$ cat src/ddbe_pkg.sv
// Shared types, constants and twiddle table builders of the DFT bin engine.
package ddbe_pkg;

    localparam int TW_LOG2  = 12;
    localparam int OCT_SIZE = 512;
    localparam int PIPE_LAT = 4;

    localparam logic [63:0] PI_Q30        = 64'd3373259426;
    localparam logic [63:0] ONE_Q30       = 64'd1 << 30;
    localparam logic [29:0] INV_SQRT2_Q30 = 30'd759250125;

    localparam logic OP_WRITE = 1'b0;
    localparam logic OP_BIN   = 1'b1;

    localparam logic [2:0] CFG_INVERSE      = 3'd0;
    localparam logic [2:0] CFG_SIZE_LOG2    = 3'd1;
    localparam logic [2:0] CFG_SCALE_BY_N   = 3'd2;
    localparam logic [2:0] CFG_SAMPLES_USED = 3'd3;

    typedef logic [30:0] t_oct_tab [0:OCT_SIZE];

    typedef struct packed {
        logic        valid;
        logic [11:0] phase;
    } t_tw_req;

    typedef struct packed {
        logic               valid;
        logic signed [31:0] c;
        logic signed [31:0] s;
    } t_tw_rsp;

    typedef struct packed {
        logic               valid;
        logic signed [15:0] xr;
        logic signed [15:0] xi;
        logic signed [31:0] c;
        logic signed [31:0] s;
    } t_mac_in;

    typedef struct packed {
        logic       valid;
        logic       by_n;
        logic [3:0] lg;
    } t_scl_ctl;

    typedef struct packed {
        logic        valid;
        logic [15:0] value;
        logic        sat;
    } t_scl_rsp;

    // First-octant sine, Q1.30, Taylor series to x^11 in Horner form.
    function automatic t_oct_tab oct_sin_tab();
        t_oct_tab    tab;
        logic [63:0] x;
        logic [63:0] x2;
        logic [63:0] t;
        for (int u = 0; u <= OCT_SIZE; u++) begin
            x  = (PI_Q30 * 64'(u) + 64'd1024) >> 11;
            x2 = (x * x) >> 30;
            t  = ONE_Q30;
            t  = ONE_Q30 - ((x2 * t) >> 30) / 64'd110;
            t  = ONE_Q30 - ((x2 * t) >> 30) / 64'd72;
            t  = ONE_Q30 - ((x2 * t) >> 30) / 64'd42;
            t  = ONE_Q30 - ((x2 * t) >> 30) / 64'd20;
            t  = ONE_Q30 - ((x2 * t) >> 30) / 64'd6;
            tab[u] = 31'((x * t) >> 30);
        end
        return tab;
    endfunction

    // First-octant cosine, Q1.30, Taylor series to x^12 in Horner form.
    function automatic t_oct_tab oct_cos_tab();
        t_oct_tab    tab;
        logic [63:0] x;
        logic [63:0] x2;
        logic [63:0] t;
        for (int u = 0; u <= OCT_SIZE; u++) begin
            x  = (PI_Q30 * 64'(u) + 64'd1024) >> 11;
            x2 = (x * x) >> 30;
            t  = ONE_Q30;
            t  = ONE_Q30 - ((x2 * t) >> 30) / 64'd132;
            t  = ONE_Q30 - ((x2 * t) >> 30) / 64'd90;
            t  = ONE_Q30 - ((x2 * t) >> 30) / 64'd56;
            t  = ONE_Q30 - ((x2 * t) >> 30) / 64'd30;
            t  = ONE_Q30 - ((x2 * t) >> 30) / 64'd12;
            t  = ONE_Q30 - ((x2 * t) >> 30) / 64'd2;
            tab[u] = 31'(t);
        end
        return tab;
    endfunction

endpackage

$ cat src/ddbe_scale.sv
// Shared output scaler: magnitude, 1/sqrt2 step, rounding shift, saturation.
module ddbe_scale
    import ddbe_pkg::*;
#(
    parameter int MAX_POINTS_LOG2 = 8
)
(
    input  logic                                    i_clk,
    input  logic                                    i_rst_n,
    input  t_scl_ctl                                i_ctl,
    input  logic signed [MAX_POINTS_LOG2+48-1:0]    i_acc,
    output t_scl_rsp                                o_rsp
);

    localparam int ACC_W = MAX_POINTS_LOG2 + 48;
    localparam int MAG_W = ACC_W - 1;
    localparam int HI_W  = MAG_W - 30;

    logic             use_c;
    logic [5:0]       sh1;
    logic [MAG_W-1:0] mag;
    logic [HI_W-1:0]  hi;
    logic [29:0]      lo;
    logic [MAG_W-1:0] v;

    logic [MAG_W-1:0] r0_m;
    logic             r0_neg;
    logic             r0_valid;
    logic [MAG_W-1:0] r1_phi;
    logic [59:0]      r1_plo;
    logic [MAG_W-1:0] r1_m;
    logic             r1_neg;
    logic             r1_valid;
    logic [MAG_W-1:0] r2_q;
    logic             r2_neg;
    logic             r2_valid;
    logic [MAG_W-1:0] r3_t;
    logic             r3_neg;
    logic             r3_valid;
    logic [15:0]      r4_value;
    logic             r4_sat;
    logic             r4_valid;

    assign use_c = !i_ctl.by_n && i_ctl.lg[0];
    assign sh1   = 6'd29 + (i_ctl.by_n ? {2'b00, i_ctl.lg} : {3'b000, i_ctl.lg[3:1]});
    assign mag   = i_acc[ACC_W-1] ? MAG_W'(-i_acc) : MAG_W'(i_acc);
    assign hi    = r0_m[MAG_W-1:30];
    assign lo    = r0_m[29:0];
    assign v     = (r3_t + MAG_W'(1)) >> 1;

    always_ff @(posedge i_clk) begin
        r0_m   <= mag;
        r0_neg <= i_acc[ACC_W-1];
        r1_phi <= hi * INV_SQRT2_Q30;
        r1_plo <= lo * INV_SQRT2_Q30;
        r1_m   <= r0_m;
        r1_neg <= r0_neg;
        r2_q   <= use_c ? r1_phi + MAG_W'(r1_plo[59:30]) : r1_m;
        r2_neg <= r1_neg;
        r3_t   <= r2_q >> sh1;
        r3_neg <= r2_neg;
        if (r3_neg) begin
            if (v > MAG_W'(32'd32768)) begin
                r4_value <= 16'h8000;
                r4_sat   <= 1'b1;
            end else begin
                r4_value <= 16'd0 - v[15:0];
                r4_sat   <= 1'b0;
            end
        end else begin
            if (v > MAG_W'(32'd32767)) begin
                r4_value <= 16'h7fff;
                r4_sat   <= 1'b1;
            end else begin
                r4_value <= v[15:0];
                r4_sat   <= 1'b0;
            end
        end
    end

    always_ff @(posedge i_clk) begin
        if (!i_rst_n) begin
            r0_valid <= 1'b0;
            r1_valid <= 1'b0;
            r2_valid <= 1'b0;
            r3_valid <= 1'b0;
            r4_valid <= 1'b0;
        end else begin
            r0_valid <= i_ctl.valid;
            r1_valid <= r0_valid;
            r2_valid <= r1_valid;
            r3_valid <= r2_valid;
            r4_valid <= r3_valid;
        end
    end

    assign o_rsp.valid = r4_valid;
    assign o_rsp.value = r4_value;
    assign o_rsp.sat   = r4_sat;

endmodule

$ cat config.mk
export PLATFORM = sky130hd
export DESIGN_NAME = ddbe_scale
export DESIGN_NICKNAME = d
export VERILOG_FILES = /design/src/ddbe_pkg.sv /design/src/ddbe_scale.sv
export SDC_FILE = /design/constraint.sdc
export NUM_CORES = 2
export LEC_CHECK = 0
export ABC_AREA = 1
export ABC_CLOCK_PERIOD_IN_PS = 10990
export BUFFER_PORTS_ARGS = -buffer_cell sky130_fd_sc_hd__buf_2
export CORE_MARGIN = 4
export CORE_UTILIZATION = 29
export CTS_CLUSTER_DIAMETER = 120
export DETAILED_ROUTE_END_ITERATION = 6
export SKIP_CTS_REPAIR_TIMING = 1
export SYNTH_ARGS = -nofsm -noshare
export SYNTH_HDL_FRONTEND = slang
export SYNTH_SLANG_ARGS = --single-unit
$ cat constraint.sdc
create_clock -name i_clk -period 10.99 [get_ports i_clk]
set_input_delay 1.6485 -clock i_clk [delete_from_list [all_inputs] [get_ports i_clk]]
set_output_delay 1.6485 -clock i_clk [all_outputs]
set_load 0.01 [all_outputs]
# Word level (Yosys, flattened, before mapping)
# Index checks and enable logic that the tools add are counted.
# classes
addsub,5
mul,2
n_lt_le_gt_ge,2
n_shift,1
mux,9
reduce_logical,2
# ops
cell,n
$mux 55,2
$mul 30x30->60 const B,1
$add 55x1->55 const B,1
$add 55x30->55,1
$mul 25x30->55 const B,1
$neg 55->55,1
$shr 55x6->55,1
$gt 54x15->1 const B,1
$gt 54x16->1 const B,1
$mux 16,3
$sub 1x16->16 const A,1
$add 5x4->6 const A,1
$mux 4,1
$mux 1,3
$logic_and 1x1->1,1
$logic_not 1->1,1
# totals
regBits,361
inputBits,64
out_inout_bits,18
word_cells,38

# Longest topological paths before layout
# logic_depth
depth_word,4
depth_mapped,28
ltp_nobuf,28

# Worst setup path before layout
# No wires, ideal clock.
# synth_path
kind,register to register
start,register r0_m[9]
end,register r1_plo[38]
setup_time_ns,0.072
arrival_time_ns,5.979
required_time_ns,10.918
path_slack_ns,4.939
stages_incl_launch_ff,25
n_path_buf,0
synth_period_minus_slack_ns,6.051
cell_sequence,dfxtp_1 > ha_1 > xnor2_1 > inv_1 > ha_1 > inv_1 > nand2_1 > fa_1 > inv_1 > fa_1 > inv_1 > fa_1 > fa_1 > fa_1 > inv_1 > fa_1 > inv_1 > ha_1 > nand3_1 > nor3_1 > o21ai_0 > o21ai_0 > nand2_1 > o21ai_0 > xor2_1
# synth_via
elab_chain_len,1
# synth_rtl
element,line_no,text
start: declaration,ddbe_scale.sv:26,logic [MAG_W-1:0] r0_m;
start signal: assignment,ddbe_scale.sv:52,r0_m <= mag;
$mul 30x30->60,ddbe_scale.sv:55,r1_plo <= lo * INV_SQRT2_Q30;
end signal: assignment,ddbe_scale.sv:55,
end: declaration,ddbe_scale.sv:30,logic [59:0] r1_plo;
# No other way between the ends.
# A chain may end at the register's enable or synchronous reset.

# Final worst setup path
# layout_path
start,register r0_m[23]
end,register r1_plo[40]
# Same word-level chain as after synthesis.

==> qor.csv <==
metric;value;unit
status;finished, final reports clean;
clock_path_buffers;3;
cts_buffers;30;
gp_congestion;1.015;
regArea;0.004845;sq mm
critPathMaxFanout;7;
synthCells;5285;
synth_commonest_cells;1298 x inv_1, 900 x nand2_1, 722 x ha_1, 568 x fa_1, 454 x nor2_1;
fp.dieH;387.9;um
multi_input_area;0.03194;sq mm
fillCellCount;15220;
detail-route-antenna-nets;0;
ff2ff_path_depth;22;
clkTransAtPathRegs;70;ps
slew_viol_final;0;
synth_top_family_by_area;adder cells;
root_buffer;clkbuf_16;
avgSynthCellArea;7.917;sq um
drt_iter0_drc;2302;
yosysSeqAreaShare;0.1158;
fin_nets;6736;
start_util;0.2916;
clk_latency;640;ps
hold_path.class;reg2reg;
hold_depth;0;
hold_viol_final;0;
cp-start-kind;flop;
drt-total-wl;142600;um
synth_xor_area_frac;0.03537;
tns;0;ps
dr.pass1.iters;5;
grt_pass1_vias;35660;
end_kind;flop;
die_w;387.9;um
synth_mux_area_frac;0.003828;
layout-drive-gt1-share;0.03682;
cp_slowest_cell;fa_1;
rsz0062_at_grt;false;
area_delta_synth_final;9.291;%
yosys_warnings;0;
vias_per_cell;4.698;
hpwlAfterDp;127000;um
synth_compound_area_frac;0.06582;
wl_per_cell;19.52;um
netlist_area;0.04184;sq mm
synthDistinctLibCells;46;
drv_cap;0;
ys.flop_type;dfxtp_1;
max_freq;135.1;MHz
yosysMostFrequentCell;inv_1;
path_cells;ha_1, fa_1, inv_1, fa_1, inv_1, fa_1, inv_1, fa_1, inv_1, fa_1, fa_1, inv_1, fa_1, inv_1, ha_1, nand2_1, nor2_1, nand2_1, nor2_1, nand3_1, nand3_1, xor2_1;
synth_top_area_share;0.2718;
pin_count;82;
yosysTopAreaCell;fa_1;
num_vias;34330;
crit_path_frequent_cell;fa_1;
fin_cells;7307;
grt_max_degree;50;
min_period_over_period;0.6733;
synth_fa_ha_area_frac;0.4877;
cp.arrival;7910;ps
setup_viol;0;
min_to;r2_neg;
grt_overflow_total;0;
dpl.cell_count;7253;
cts_tree;yes;
core;0.1435;sq mm
port_buffers;81;
drc_errors;0;
max_slew.worst_pin.slew;1117;ps
track_usage;0.1873;
worstHoldStart;r1_neg;
skew;28.40;ps
htreeDepth;1;
die_area;0.1504;sq mm
fin_crit;7400;ps
synthSimpleGateAreaFrac;0.1706;
async_flop_share;0;
synth.area.top_cells;fa_1 27%, ha_1 22%, inv_1 12%;
reg2reg_setup_slack;3590;ps
path_class;reg2reg;
synth-edff-count;0;
critPathMaxStageDelay;680;ps
r2r_start;r0_m[23];
clock-sinks;242;
crit_required;11500;ps
syn_nets;6639;
rows;139;
diodes;0;
ys_ff_latch;242;
antenna_found_initial;12;
grt_pass1_wl;217300;um
slew_headroom;0.2476;
timing.rr.end;r1_plo[40];
==> metrics by stage <==
step           worst slack [ps]  hold WS (ps)  utilization  instance area, sq um
6_report                   3590         326.8       0.3187                 45730
5_1_grt                    3455         340.3       0.3187                 45730
4_1_cts                    3613         327.7       0.3187                 45730
3_5_place_dp               3648         312.1       0.3110                 44620
3_3_place_gp               3630         312.1       0.3110                 44620
2_1_floorplan              4939         309.6            -                 41840
==> registers in the layout, indices dropped and copies added (netlist names) <==
signal,flops
r2_neg,1
r3_t,26
r4_sat,1
r0_m,55
r0_valid,1
r1_neg,1
r2_valid,1
r0_neg,1
r1_phi,53
r4_valid,1
r3_neg,1
r1_plo,30
r1_m,26
r4_value,16
r2_q,26
r1_valid,1
r3_valid,1
==> logic make-up after synthesis <==
| logic type | count (synthesis) |
|---|---|
| XOR/XNOR | 169 |
| flip-flops | 242 |
| adder cells (fa/ha/maj) | 1290 |
| AO/OA/AOI/OAI | 500 |
| AND/OR/NAND/NOR | 1728 |
| buffers and inverters | 1340 |
| multiplexers | 16 |
==> critical path: cells and delay by family (launching register included) <==
kind,cells,cell delay (ps)
XOR/XNOR,1,380
adder cells (fa/ha/maj),9,4680
flip-flops,1,660
AND/OR/NAND/NOR,6,1160
buffers and inverters,6,380
==> placed cells by master (no fill, tap or decap), types with 30 or more instances in the layout <==
| cell type | Yosys | routed |
|---|---|---|
| a21oi_1 | 182 | 182 |
| nand4_1 | 45 | 45 |
| clkbuf_16 | 0 | 30 |
| o21ai_0 | 209 | 208 |
| a21o_1 | 32 | 32 |
| xnor2_1 | 42 | 42 |
| ha_1 | 722 | 722 |
| xor2_1 | 127 | 127 |
| nand2_1 | 900 | 900 |
| nor2_1 | 454 | 454 |
| buf_2 | 8 | 81 |
| dfxtp_1 | 242 | 242 |
| fa_1 | 568 | 568 |
| nand3_1 | 200 | 200 |
| nor3_1 | 61 | 61 |
| inv_1 | 1298 | 1298 |
==> worst max-delay path by stage <==
stage                   from          to  cells after the start
floorplan            r0_m[9]  r1_plo[38]                     24
global placement    r0_m[23]  r1_plo[40]                     22
detailed placement  r0_m[23]  r1_plo[40]                     22
CTS                 r0_m[19]  r1_plo[40]                     22
global route        r0_m[11]  r1_plo[40]                     24
finish              r0_m[23]  r1_plo[40]                     22
==> per-layer routing <==
metal	global-route usage	vias to the layer above	share of wire
met5	0	-	0
met4	0.06116	0	0.038
met3	0.01845	208	0.051
met2	0.3166	995	0.47
met1	0.2510	16640	0.44
li1	-	16490	-
==> final cells by class <==
type / count / share of cell area
timing repair buffer: 102 / 0.01231
multi-input combinational: 3703 / 0.6985
inverter: 1303 / 0.1070
tap: 1903 / 0.05207
sequential: 242 / 0.1059
clock inverter: 17 / 0.005910
clock buffer: 37 / 0.01830
Power is left out: the tool's default activity adds up to more than one toggle a clock period on the data nets, which glitch-free logic cannot reach.
